<file path="config.mk">
export PLATFORM = sky130hd
export DESIGN_NAME = two_button_menu_selector_flat
export DESIGN_NICKNAME = d
export VERILOG_FILES = /design/src/rtl/core/tbms_pkg.sv /design/src/rtl/core/tbms_ifs.sv /design/src/rtl/core/two_button_menu_selector.sv /design/src/rtl/core/tbms_core.sv /design/src/flat_wrapper.sv
export SDC_FILE = /design/constraint.sdc
export NUM_CORES = 1
export LEC_CHECK = 0
export BUFFER_PORTS_ARGS = -buffer_cell sky130_fd_sc_hd__buf_2
export CAP_MARGIN = 15
export CORE_MARGIN = 3
export CORE_UTILIZATION = 40
export CTS_CLUSTER_DIAMETER = 100
export DETAILED_ROUTE_END_ITERATION = 8
export PLACE_DENSITY_LB_ADDON = 0.25
export SLEW_MARGIN = 20
export SYNTH_ARGS = -nofsm -noshare
export SYNTH_HDL_FRONTEND = slang
export SYNTH_HIERARCHICAL = 1
export SYNTH_SLANG_ARGS = --single-unit
export TNS_END_PERCENT = 20
</file>
<file path="constraint.sdc">
create_clock -name clk -period 5.25 [get_ports clk]
set_input_delay 0.525 -clock clk [delete_from_list [all_inputs] [get_ports clk]]
set_output_delay 0.525 -clock clk [all_outputs]
set_load 0.05 [all_outputs]
</file>
<file path="src/rtl/core/tbms_pkg.sv">
// ----------------------------------------------------------------------------
// tbms_pkg
// Types and constants for the two-button menu selector.
// ----------------------------------------------------------------------------
package tbms_pkg;

  localparam logic [7:0]  ITEM_COUNT_RST  = 8'd1;
  localparam logic [15:0] HOLD_TIME_RST   = 16'd400;
  localparam logic [15:0] SETTLE_TIME_RST = 16'd220;
  localparam logic [7:0]  NO_CHOICE       = 8'hFF;

  localparam logic [1:0] REG_ITEM_COUNT  = 2'd0;
  localparam logic [1:0] REG_HOLD_TIME   = 2'd1;
  localparam logic [1:0] REG_SETTLE_TIME = 2'd2;

  localparam logic CMD_OPEN   = 1'b0;
  localparam logic CMD_SAMPLE = 1'b1;

  typedef struct packed {
    logic        command;
    logic [31:0] now_ms;
    logic        next_down;
    logic        prev_down;
    logic [7:0]  start_index;
  } in_word_t;

  typedef struct packed {
    logic [7:0] selected_index;
    logic       menu_open;
    logic       menu_closing;
    logic       chosen_pulse;
    logic       cancel_pulse;
    logic       moved_pulse;
    logic [7:0] result_index;
    logic       result_ready;
  } out_word_t;

  typedef struct packed {
    logic [7:0]  item_count;
    logic [15:0] hold_time_ms;
    logic [15:0] settle_time_ms;
  } cfg_t;

endpackage

</file>
<file path="src/rtl/core/tbms_ifs.sv">
// ----------------------------------------------------------------------------
// tbms channel interfaces
// Valid/ready channels for input words and result words.
// ----------------------------------------------------------------------------
interface tbms_in_if;
  logic               valid;
  logic               ready;
  tbms_pkg::in_word_t data;

  modport source (output valid, output data, input ready);
  modport sink (input valid, input data, output ready);
endinterface

interface tbms_out_if;
  logic                valid;
  logic                ready;
  tbms_pkg::out_word_t data;

  modport source (output valid, output data, input ready);
  modport sink (input valid, input data, output ready);
endinterface

</file>
<file path="src/rtl/core/two_button_menu_selector.sv">
// ----------------------------------------------------------------------------
// two_button_menu_selector
// Menu selection driven by next/prev button samples and open commands.
//
// in_ch carries one word per open command or button sample; out_ch returns
// exactly one result word for every input word, in order. A word taken is
// registered, processed by the core once the output register can advance,
// and its result is registered from there into the output register.
// One word per cycle is sustained while out_ch does not stall; the limit
// is the menu state update, which the next word reads straight away.
// cfg_we/cfg_index/cfg_wdata write item_count, hold_time_ms and
// settle_time_ms; write only while the block is idle.
// Reset (rst_n low, synchronous) closes the menu, forgets the remembered
// choice and restores the register defaults (1, 400, 220).
// A stalled out_ch holds its word; in_ch keeps accepting until the input
// register is also full, then drops ready until the result is taken.
// ----------------------------------------------------------------------------
module two_button_menu_selector (
  input  logic        clk,
  input  logic        rst_n,
  tbms_in_if.sink     in_ch,
  tbms_out_if.source  out_ch,
  input  logic        cfg_we,
  input  logic [1:0]  cfg_index,
  input  logic [15:0] cfg_wdata
);

  tbms_pkg::cfg_t      cfg_r;
  logic                in_valid_r;
  tbms_pkg::in_word_t  in_word_r;
  logic                out_valid_r;
  tbms_pkg::out_word_t out_word_r;
  tbms_pkg::out_word_t res;
  logic                advance;
  logic                fire;

  assign advance      = !out_valid_r || out_ch.ready;
  assign fire         = in_valid_r && advance;
  assign in_ch.ready  = advance || !in_valid_r;
  assign out_ch.valid = out_valid_r;
  assign out_ch.data  = out_word_r;

  always_ff @(posedge clk) begin
    if (!rst_n) begin
      cfg_r.item_count     <= tbms_pkg::ITEM_COUNT_RST;
      cfg_r.hold_time_ms   <= tbms_pkg::HOLD_TIME_RST;
      cfg_r.settle_time_ms <= tbms_pkg::SETTLE_TIME_RST;
    end else if (cfg_we) begin
      case (cfg_index)
        tbms_pkg::REG_ITEM_COUNT:  cfg_r.item_count     <= cfg_wdata[7:0];
        tbms_pkg::REG_HOLD_TIME:   cfg_r.hold_time_ms   <= cfg_wdata;
        tbms_pkg::REG_SETTLE_TIME: cfg_r.settle_time_ms <= cfg_wdata;
        default: ;
      endcase
    end
  end

  always_ff @(posedge clk) begin
    if (!rst_n) begin
      in_valid_r  <= 1'b0;
      out_valid_r <= 1'b0;
    end else begin
      if (in_ch.ready) begin
        in_valid_r <= in_ch.valid;
      end
      if (fire) begin
        out_valid_r <= 1'b1;
      end else if (out_ch.ready) begin
        out_valid_r <= 1'b0;
      end
    end
  end

  always_ff @(posedge clk) begin
    if (in_ch.valid && in_ch.ready) begin
      in_word_r <= in_ch.data;
    end
    if (fire) begin
      out_word_r <= res;
    end
  end

  tbms_core u_core (
    .clk   (clk),
    .rst_n (rst_n),
    .cfg   (cfg_r),
    .fire  (fire),
    .word  (in_word_r),
    .res   (res)
  );

endmodule

</file>
<file path="src/rtl/core/tbms_core.sv">
// ----------------------------------------------------------------------------
// tbms_core
// Menu state and the single-pass update for one input word.
// ----------------------------------------------------------------------------
module tbms_core (
  input  logic                clk,
  input  logic                rst_n,
  input  tbms_pkg::cfg_t      cfg,
  input  logic                fire,
  input  tbms_pkg::in_word_t  word,
  output tbms_pkg::out_word_t res
);

  logic        active_r, active_nxt;
  logic        closing_r, closing_nxt;
  logic        armed_r, armed_nxt;
  logic [31:0] phase_r, phase_nxt;
  logic [7:0]  cur_r, cur_nxt;
  logic        last_next_r, last_next_nxt;
  logic        last_prev_r, last_prev_nxt;
  logic [31:0] nps_r, nps_nxt;
  logic [31:0] pps_r, pps_nxt;
  logic        nld_r, nld_nxt;
  logic        pld_r, pld_nxt;
  logic [7:0]  mem_idx_r, mem_idx_nxt;
  logic        mem_valid_r, mem_valid_nxt;
  logic [7:0]  held_result_r, held_result_nxt;
  logic        held_ready_r, held_ready_nxt;

  logic [15:0] settle;
  logic [31:0] phase_el;
  logic [31:0] next_el;
  logic [31:0] prev_el;
  logic [7:0]  cnt;
  logic [7:0]  checked;
  logic [7:0]  start;
  logic        chosen, cancel, moved, done;

  always_comb begin
    active_nxt      = active_r;
    closing_nxt     = closing_r;
    armed_nxt       = armed_r;
    phase_nxt       = phase_r;
    cur_nxt         = cur_r;
    last_next_nxt   = last_next_r;
    last_prev_nxt   = last_prev_r;
    nps_nxt         = nps_r;
    pps_nxt         = pps_r;
    nld_nxt         = nld_r;
    pld_nxt         = pld_r;
    mem_idx_nxt     = mem_idx_r;
    mem_valid_nxt   = mem_valid_r;
    held_result_nxt = held_result_r;
    held_ready_nxt  = held_ready_r;
    chosen          = 1'b0;
    cancel          = 1'b0;
    moved           = 1'b0;
    done            = 1'b0;
    cnt             = cfg.item_count;
    settle          = (cfg.settle_time_ms == 16'd0) ? 16'd1 : cfg.settle_time_ms;
    phase_el        = word.now_ms - phase_r;
    next_el         = word.now_ms - nps_r;
    prev_el         = word.now_ms - pps_r;
    checked         = tbms_pkg::NO_CHOICE;
    start           = word.start_index;

    if (fire) begin
      // end the close phase
      if (active_r && closing_r && phase_el >= {16'd0, settle}) begin
        active_nxt  = 1'b0;
        closing_nxt = 1'b0;
      end
      if (word.command == tbms_pkg::CMD_OPEN) begin
        if (cnt != 8'd0 && !(active_nxt && !closing_nxt)) begin
          if (mem_valid_r && mem_idx_r < cnt) begin
            checked = mem_idx_r;
          end
          if (word.start_index == tbms_pkg::NO_CHOICE) begin
            start = (checked < cnt) ? checked : 8'd0;
          end else if (word.start_index >= cnt) begin
            start = 8'd0;
          end
          cur_nxt         = start;
          nps_nxt         = 32'd0;
          pps_nxt         = 32'd0;
          nld_nxt         = 1'b0;
          pld_nxt         = 1'b0;
          last_next_nxt   = 1'b0;
          last_prev_nxt   = 1'b0;
          held_result_nxt = 8'd0;
          held_ready_nxt  = 1'b0;
          armed_nxt       = 1'b0;
          phase_nxt       = word.now_ms;
          active_nxt      = 1'b1;
          closing_nxt     = 1'b0;
        end
      end else if (active_nxt && !closing_nxt && cnt != 8'd0) begin
        if (!armed_r) begin
          last_next_nxt = word.next_down;
          last_prev_nxt = word.prev_down;
          if (phase_el >= {16'd0, settle} && !word.next_down && !word.prev_down) begin
            armed_nxt     = 1'b1;
            last_next_nxt = 1'b0;
            last_prev_nxt = 1'b0;
          end
        end else begin
          if (word.next_down) begin
            if (!last_next_r) begin
              nps_nxt = word.now_ms;
              nld_nxt = 1'b0;
            end else if (!nld_r && nps_r != 32'd0 && next_el >= {16'd0, cfg.hold_time_ms}) begin
              mem_idx_nxt     = cur_r;
              mem_valid_nxt   = 1'b1;
              held_result_nxt = cur_r;
              held_ready_nxt  = 1'b1;
              closing_nxt     = 1'b1;
              phase_nxt       = word.now_ms;
              nld_nxt         = 1'b1;
              chosen          = 1'b1;
              done            = 1'b1;
            end
          end else begin
            if (last_next_r && !nld_r) begin
              cur_nxt = (({1'b0, cur_r} + 9'd1) < {1'b0, cnt}) ? cur_r + 8'd1 : 8'd0;
              moved   = 1'b1;
            end
            nps_nxt = 32'd0;
            nld_nxt = 1'b0;
          end
          if (!done) begin
            if (word.prev_down) begin
              if (!last_prev_r) begin
                pps_nxt = word.now_ms;
                pld_nxt = 1'b0;
              end else if (!pld_r && pps_r != 32'd0 &&
                           prev_el >= {16'd0, cfg.hold_time_ms}) begin
                closing_nxt = 1'b1;
                phase_nxt   = word.now_ms;
                pld_nxt     = 1'b1;
                cancel      = 1'b1;
                done        = 1'b1;
              end
            end else begin
              if (last_prev_r && !pld_r) begin
                cur_nxt = (cur_nxt != 8'd0) ? cur_nxt - 8'd1 : cnt - 8'd1;
                moved   = 1'b1;
              end
              pps_nxt = 32'd0;
              pld_nxt = 1'b0;
            end
          end
          if (!done) begin
            last_next_nxt = word.next_down;
            last_prev_nxt = word.prev_down;
          end
        end
      end
    end
  end

  always_comb begin
    res.selected_index = cur_nxt;
    res.menu_open      = active_nxt;
    res.menu_closing   = closing_nxt;
    res.chosen_pulse   = chosen;
    res.cancel_pulse   = cancel;
    res.moved_pulse    = moved;
    res.result_index   = held_result_nxt;
    res.result_ready   = held_ready_nxt;
  end

  always_ff @(posedge clk) begin
    if (!rst_n) begin
      active_r      <= 1'b0;
      closing_r     <= 1'b0;
      armed_r       <= 1'b0;
      phase_r       <= 32'd0;
      cur_r         <= 8'd0;
      last_next_r   <= 1'b0;
      last_prev_r   <= 1'b0;
      nps_r         <= 32'd0;
      pps_r         <= 32'd0;
      nld_r         <= 1'b0;
      pld_r         <= 1'b0;
      mem_idx_r     <= 8'd0;
      mem_valid_r   <= 1'b0;
      held_result_r <= 8'd0;
      held_ready_r  <= 1'b0;
    end else begin
      active_r      <= active_nxt;
      closing_r     <= closing_nxt;
      armed_r       <= armed_nxt;
      phase_r       <= phase_nxt;
      cur_r         <= cur_nxt;
      last_next_r   <= last_next_nxt;
      last_prev_r   <= last_prev_nxt;
      nps_r         <= nps_nxt;
      pps_r         <= pps_nxt;
      nld_r         <= nld_nxt;
      pld_r         <= pld_nxt;
      mem_idx_r     <= mem_idx_nxt;
      mem_valid_r   <= mem_valid_nxt;
      held_result_r <= held_result_nxt;
      held_ready_r  <= held_ready_nxt;
    end
  end

endmodule

</file>
<file path="src/flat_wrapper.sv">
// flat-port wrapper written by rule: the top's interface ports become plain ports
module two_button_menu_selector_flat 
  (clk, rst_n, cfg_we, cfg_index, cfg_wdata, in_ch_valid, in_ch_data, in_ch_ready, out_ch_valid, out_ch_data, out_ch_ready);
  tbms_in_if in_ch_i ();
  tbms_out_if out_ch_i ();
  input  logic clk;
  input  logic rst_n;
  input  logic cfg_we;
  input  logic [1:0] cfg_index;
  input  logic [15:0] cfg_wdata;
  input wire logic [$bits(in_ch_i.valid)-1:0] in_ch_valid;
  input wire logic [$bits(in_ch_i.data)-1:0] in_ch_data;
  output wire logic [$bits(in_ch_i.ready)-1:0] in_ch_ready;
  output wire logic [$bits(out_ch_i.valid)-1:0] out_ch_valid;
  output wire logic [$bits(out_ch_i.data)-1:0] out_ch_data;
  input wire logic [$bits(out_ch_i.ready)-1:0] out_ch_ready;
  assign in_ch_i.valid = in_ch_valid;
  assign in_ch_i.data = in_ch_data;
  assign in_ch_ready = in_ch_i.ready;
  assign out_ch_valid = out_ch_i.valid;
  assign out_ch_data = out_ch_i.data;
  assign out_ch_i.ready = out_ch_ready;
  two_button_menu_selector u_core (.clk(clk), .rst_n(rst_n), .in_ch(in_ch_i), .out_ch(out_ch_i), .cfg_we(cfg_we), .cfg_index(cfg_index), .cfg_wdata(cfg_wdata));
endmodule
</file>
; ---- Word-level counts from Yosys, hierarchy flattened
; Index checks and enable logic that the tools add are counted.
[op_classes]
n_addsub = 7
mul = 0
n_div = 0
n_lt_le_gt_ge = 7
n_eq_ne = 11
shifts = 0
mux = 132
n_bitwise = 3
reduce_logical = 47
[ops]
columns = operator, n
row1 = 32-bit two-way mux, 23
row2 = 8-bit two-way mux, 31
row3 = 32-bit by 16-bit greater-or-equal comparator with 1-bit output, 3
row4 = 32-bit subtractor, 3
row5 = 1-bit two-way mux, 77
row6 = 32-bit nonzero test, 2
row7 = 1-bit logical AND, 16
row8 = 16-bit logical NOT, 1
row9 = 8-bit less-than comparator, 2
row10 = 16-bit two-way mux, 1
row11 = 8-bit nonzero test, 2
row12 = 8-bit by 1-bit subtractor with 8-bit output (second input constant), 2
row13 = 6-bit AND reduction, 2
row14 = 5-bit AND reduction, 2
row15 = 8-bit by 1-bit adder with 9-bit output (second input constant), 1
row16 = 9-bit by 8-bit less-than comparator with 1-bit output, 1
row17 = 3-bit inequality test (second input constant), 3
row18 = 8-bit by 1-bit adder with 8-bit output (second input constant), 1
row19 = 8-bit == test (second input constant), 1
row20 = 8-bit greater-or-equal comparator, 1
row21 = 1-bit logical NOT, 8
row22 = 4-bit inequality test (second input constant), 2
row23 = 4-bit AND reduction, 2
row24 = 7-bit AND reduction, 1
row25 = 10 further kinds, 19
[word_totals]
ff_bits = 236
latch_bits = 0
ram_bits = 0
romBits = 0
in_bits = 66
out_inout_bits = 24
word_cells = 240
n_memories = 0

; ---- Depth between registers and ports, before layout
[depth]
word_depth = 21
ltp_mapped = 25
ltp_nobuf = 24

; ---- By module
; Netlist, hierarchy kept.
[by_module_without_submodules]
columns = mod, n_inst, cells_per_inst, area_each_um2, seq_area_each_um2
row1 = tbms_core, 1, 1785, 13660.6, 2582.5
row2 = two_button_menu_selector, 1, 235, 3662.3, 2792.7

; ---- Worst setup path before layout
; No wires, ideal clock.
[synth_path]
path_type = register to register
startpoint = reg u_core/in_word_r[10] (netlist name)
endpoint = reg u_core.out_word_r, in the netlist u_core/out_ch.data[12] (data pin)
setup_ps = 251
arrival_time_ps = 4828
t_required_ps = 4999
path_slack_ps = 171
stages_incl_launch_ff = 24
path_buffers = 3
synth_period_minus_slack_ps = 5079
path_cell_list = edfxtp_1 -> inv_1 -> ha_1 -> inv_1 -> fa_1 -> a21o_1 -> a221oi_2 -> nor2_1 -> nor3_1 -> xnor2_1 -> ha_1 -> o21ai_0 -> nor2_1 -> nor4b_1 -> or4b_1 -> a2111oi_2 -> and4_1 -> nand4_4 -> and3_4 -> buf_6 -> buf_2 -> inv_1 -> nand4_1 -> buf_4
[synth_between]
elab_chain_cells = 16
elab_cells_between_ends = 37
cone_classes = add/sub (3) / order compare (3) / mux (23) / reduce/logical (8)
[synth_rtl]
columns = item, line_no
row1 = from (decl), two_button_menu_selector.sv:30  ; tbms_pkg::in_word_t in_word_r;
row2 = from (signal assigned), two_button_menu_selector.sv:76  ; in_word_r <= in_ch.data;
row3 = 32-bit subtractor, tbms_core.sv:61  ; phase_el = word.now_ms - phase_r;
row4 = 32-bit by 16-bit greater-or-equal comparator with 1-bit output, tbms_core.sv:69  ; if (active_r && closing_r && phase_el >= {16'd0, settle}) begin
row5 = 1-bit logical AND, tbms_core.sv:69
row6 = 1-bit two-way mux, tbms_core.sv:69
row7 = 1-bit two-way mux, tbms_core.sv:67  ; if (fire) begin
row8 = 1-bit two-way mux, tbms_core.sv:111  ; end else if (!nld_r && nps_r != 32'd0 && next_el >= {16'd0, cfg.hold_time_ms}) begin
row9 = 1-bit two-way mux, tbms_core.sv:108  ; if (!last_next_r) begin
row10 = 1-bit two-way mux, tbms_core.sv:107  ; if (word.next_down) begin
row11 = 1-bit two-way mux, tbms_core.sv:135  ; end else if (!pld_r && pps_r != 32'd0 &&
row12 = 1-bit two-way mux, tbms_core.sv:132  ; if (!last_prev_r) begin
row13 = 1-bit two-way mux, tbms_core.sv:131  ; if (word.prev_down) begin
row14 = 1-bit two-way mux, tbms_core.sv:130  ; if (!done) begin
row15 = 1-bit two-way mux, tbms_core.sv:98  ; if (!armed_r) begin
row16 = 1-bit two-way mux, tbms_core.sv:97  ; end else if (active_nxt && !closing_nxt && cnt != 8'd0) begin
row17 = 1-bit two-way mux (*), tbms_core.sv:73  ; if (word.command == tbms_pkg::CMD_OPEN) begin
row18 = 1-bit two-way mux (*), tbms_core.sv:67
row19 = named net u_core.u_core.closing_nxt, tbms_core.sv:15  ; logic closing_r, closing_nxt;
row20 = to (signal assigned), two_button_menu_selector.sv:79  ; out_word_r <= res;
row21 = to (decl), two_button_menu_selector.sv:32  ; tbms_pkg::out_word_t out_word_r;
; The timed path passes the listed nets; every way through them passes the cells marked *. The select of a mux whose other input is x is not followed.
; A chain may end at the register's enable or synchronous reset.

; ---- Worst setup path after layout
[layout_path]
startpoint = reg u_core/in_word_r[11] (netlist name)
endpoint = reg u_core.u_core.phase_r[26]
[layout_between]
elab_chain_cells = 14
elab_cells_between_ends = 38
cone_classes = add/sub (3) / order compare (3) / eq/ne (1) / mux (21) / reduce/logical (10)
[layout_rtl]
columns = item, line_no
row1 = 32-bit subtractor, tbms_core.sv:62  ; next_el = word.now_ms - nps_r;
row2 = 32-bit by 16-bit greater-or-equal comparator with 1-bit output, tbms_core.sv:111
row3 = 1-bit logical AND, tbms_core.sv:111
row4 = 1-bit two-way mux, tbms_core.sv:111
row5 = 1-bit two-way mux (2 in series), --
row6 = 1-bit two-way mux, tbms_core.sv:98
row7 = 1-bit two-way mux, tbms_core.sv:97
row8 = 1-bit two-way mux, tbms_core.sv:73
row9 = 1-bit two-way mux, tbms_core.sv:67
row10 = 32-bit two-way mux, tbms_core.sv:130
row11 = 32-bit two-way mux, tbms_core.sv:98
row12 = 32-bit two-way mux, tbms_core.sv:97
row13 = 32-bit two-way mux, tbms_core.sv:73
row14 = to (signal assigned), tbms_core.sv:193  ; phase_r <= phase_nxt;
row15 = to (decl), tbms_core.sv:17  ; logic [31:0] phase_r, phase_nxt;
; Several ways; a longest one is shown, not always the timed one. The select of a mux whose other input is x is not followed.

==> results.sh <==
export IMPL_nets=2415
export IMPL_ys_types=96
export IMPL_crit_chain="ha_1, nor2b_4, o2111ai_4, a211o_1, a21oi_2, nor2_1, xnor2_1, ha_2, a21oi_2, o21ai_1, or4_4, or4_1, a221o_1, nor4_4, buf_4, a31oi_4, a21oi_4, a21oi_4, clkbuf_16, mux2i_1"
export IMPL_syn_to_final_growth_pct=17.1
export IMPL_antenna_left=0
export IMPL_power_density_nw_per_um2=251
export IMPL_crit_end="u_core/u_core/phase_r[26]"
export IMPL_grt_max_degree=81
export IMPL_fin_ws_ns=0.184
export IMPL_syn_nets=2261
export IMPL_pwr_share_seq_pct=39.4
export IMPL_fillers=4087
export IMPL_place_ws_ns=-0.117
export IMPL_path_max_fanout=7
export IMPL_drc=0
export IMPL_yosys_warnings=6
export IMPL_r2r_end="u_core/u_core/phase_r[26]"
export IMPL_viasPerCell=5.76
export IMPL_postCtsHoldBufs=0
export IMPL_row_count=75
export IMPL_worstSetupPathType="flip-flop to flip-flop"
export IMPL_dpl_cell_area_sq_um=18800
export IMPL_rsz0062_at_grt="true"
export IMPL_hpwl_um=41100
export IMPL_start_util_pct=40.9
export IMPL_report_final_slew_viol_count=0
export IMPL_max_clock_freq_mhz=197
export IMPL_netlist_area_sq_um=17300
export IMPL_finalClockSkew_ns=0.00934
export IMPL_overflow=0
export IMPL_hold_class="input port to flip-flop"
export IMPL_whs_ns=0.133
export IMPL_ir_drop_mv=0.208
export IMPL_drt_iter0_markers=1151
export IMPL_core_area_sq_um=42300
export IMPL_cp_end_kind="flip-flop"
export IMPL_critical_path_max_stage_delay_ns=0.54
export IMPL_grt_pass1_wl_um=82200
export IMPL_reg2reg_depth=20
export IMPL_cts_tree="done"
export IMPL_clock_latency_ns=0.56
export IMPL_netSwitchingFraction_pct=31.6
export IMPL_ys_ff_latch=236
export IMPL_die_h_um=214
export IMPL_fp_dieArea_sq_um=45800
export IMPL_grt_usage_pct=21.8
export IMPL_crit_required_ns=5.69
export IMPL_slew_headroom_pct=45.9
export IMPL_synth_ff_type="dfxtp_1"
export IMPL_final_cell_mix="nand2_1 (227), inv_1 (174), dfxtp_1 (170)"
export IMPL_switchingPower_mw=1.61
export IMPL_r2r_start="u_core/in_word_r[11]"
export IMPL_clock_power_share_pct=37.1
export IMPL_antenna_found_initial=0
export IMPL_mostFrequentLayoutCell="nand2_1"
export IMPL_die_width_um=214
export IMPL_async_flop_share_pct=0
export IMPL_gp_congestion=0.950
export IMPL_crit_path_start="u_core/in_word_r[11]"
export IMPL_final_util_pct=47.9
export IMPL_cts_sinks=236
export IMPL_hold_violations=0
export IMPL_yosysSeqAreaShare_pct=31.0
export IMPL_post_route_period_util_pct=96.5
export IMPL_pin_count=90
export IMPL_intPower_mw=3.48
export IMPL_synth_edff_count=65
export IMPL_ctsRootBufferMaster="clkbuf_16"
export IMPL_syn_instance_count=2020
export IMPL_maxCapViolCount=0
export IMPL_routedWlPerCell_um=19.3
export IMPL_vias=16000
export IMPL_r2r_slack_ns=0.18
export IMPL_port_buffers=89
export IMPL_pwr_share_comb_pct=23.4
export IMPL_power_leakage_nw=8.04
export IMPL_layout_drive_gt1_share_pct=16.3
export IMPL_worst_setup_path_start_kind="flip-flop"
export IMPL_finalPower_mw=5.09
export IMPL_tightest_slew_ns=0.808
export IMPL_tns_ns=0
export IMPL_cts_buffer_depth=3
export IMPL_critPathArrivalTime_ns=5.51
export IMPL_cts_buffers=28
export IMPL_cp_slowest_cell="or4_4"
export IMPL_htree_levels=1
export IMPL_status="complete, no violations"
export IMPL_diodes=0
export IMPL_avgSynthCellArea_sq_um=8.58
export IMPL_dp_cells=2696
export IMPL_fin_cells=2773
export IMPL_min_period_ns=5.07
export IMPL_first_global_vias=15200
export IMPL_drt_wl_total_um=53500
export IMPL_fin_area_sq_um=20300
export IMPL_clk_pin_slew_ns=0.06
export IMPL_setup_viol=0
export IMPL_first_pass_iters=5
==> critical path: cells and delay by family (launching register included) <==
| kind | cells | cell delay [ns] |
|---|---|---|
| muxes | 1 | 0.11 |
| AOI/OAI and AO/OA | 9 | 1.58 |
| DFF | 1 | 0.51 |
| and+or+nand+nor | 5 | 1.63 |
| adders and majority gates | 2 | 0.54 |
| buffers and inverters | 2 | 0.41 |
| xor gates and xnor gates | 1 | 0.15 |
==> cells by family after synthesis <==
group,Yosys count,synth area share (%)
simple gates,633,18.4
xor+xnor,63,3.19
fa+ha+maj,175,12.8
flops,236,31.0
buf+inv,269,6.81
compound gates,552,22.5
mux,92,5.35
==> cell usage after synthesis (10+ instances only) <==
cell / number / share of area, %
a211o_1: 10 / 0.51
a211oi_1: 25 / 1.1
a21o_1: 43 / 1.9
a21oi_1: 135 / 3.9
a221oi_1: 10 / 0.51
a22o_1: 66 / 3.3
a31oi_1: 21 / 0.76
and2_1: 13 / 0.47
and3_1: 17 / 0.61
and4_1: 10 / 0.51
buf_2: 12 / 0.35
buf_4: 11 / 0.48
buf_6: 15 / 0.98
clkbuf_1: 53 / 1.1
dfxtp_1: 171 / 20
edfxtp_1: 65 / 11
ha_1: 172 / 12
inv_1: 175 / 3.8
mux2i_1: 87 / 5.0
nand2_1: 229 / 5.0
nand2b_1: 15 / 0.54
nand3_1: 43 / 1.2
nand4_1: 28 / 1.0
nor2_1: 111 / 2.4
nor2b_1: 35 / 1.3
nor3_1: 40 / 1.2
nor4_1: 23 / 0.83
o211ai_1: 25 / 1.1
o21a_1: 18 / 0.78
o21ai_0: 69 / 2.0
o21bai_1: 13 / 0.56
or2_2: 12 / 0.43
or3_1: 13 / 0.47
xnor2_1: 40 / 2.0
xor2_1: 23 / 1.2
==> cell type report <==
| type | count | area (sq um) | share of cell area (%) |
|---|---|---|---|
| Sequential cell | 236 | 5380 | 26.5 |
| Clock buffer | 36 | 741 | 3.65 |
| Inverter | 175 | 657 | 3.24 |
| Timing Repair Buffer | 217 | 1530 | 7.56 |
| Clock inverter | 16 | 144 | 0.709 |
| Tap cell | 577 | 722 | 3.56 |
| Multi-Input combinational cell | 1516 | 11100 | 54.8 |
==> flip-flops by register name, summed over array words and instances (netlist names) <==
signal and flops:
u_core/cfg_r 40, u_core/u_core/nps_r 32, u_core/u_core/nld_r 1, u_core/u_core/pld_r 1, u_core/u_core/phase_r 32, u_core/in_word_r 43
u_core/u_core/held_ready_r 1, u_core/u_core/last_next_r 1, u_core/out_ch.data 22, u_core/out_ch.valid 1, u_core/u_core/mem_idx_r 8, u_core/u_core/cur_r 8
u_core/u_core/armed_r 1, u_core/u_core/held_result_r 8, u_core/u_core/active_r 1, u_core/u_core/closing_r 1, u_core/u_core/pps_r 32, u_core/u_core/last_prev_r 1
u_core/in_valid_r 1, u_core/u_core/mem_valid_r 1
==> layer usage <==
metal	GRT usage [%]	vias to the layer above	part of all wire [%]
li1	-	7719	-
met2	36.8	449	46
met1	29.2	7700	45
met5	0	-	0
met3	2.42	105	4.8
met4	7.36	0	3.4
==> worst min-delay path by stage <==
stage,startpoint,end,cells after the start
after floorplan,u_core/cfg_r[17],u_core/cfg_r[17],2
after global placement,u_core/u_core/phase_r[11],u_core/u_core/phase_r[11],2
after detailed placement,u_core/u_core/phase_r[8],u_core/u_core/phase_r[8],2
after CTS,in_ch_data[36],u_core/in_word_r[36],1
after global routing,in_ch_data[36],u_core/in_word_r[36],1
final,in_ch_data[16],u_core/in_word_r[16],1
==> power by group through the flow <==
stage | combinational, mW | sequential, mW | clock [mW]
3_5_place_dp | 1.12 | 2.04 | 0
6_report | 1.19 | 2.01 | 1.89
5_1_grt | 1.32 | 2.01 | 2.00
4_1_cts | 1.13 | 2.01 | 1.93
2_1_floorplan | 0.772 | 2.04 | 0
3_3_place_gp | 1.10 | 2.04 | 0
==> timing repair <==
action | 4_1_cts | 5_1_grt
cloned | 0 | 4
buffers inserted | 6 | 15
gates resized for setup | 9 | 76
pin swaps | 2 | 56
endpoints found under the setup margin | 51 | 114
Note: power is estimated with default switching activity, not from simulation.
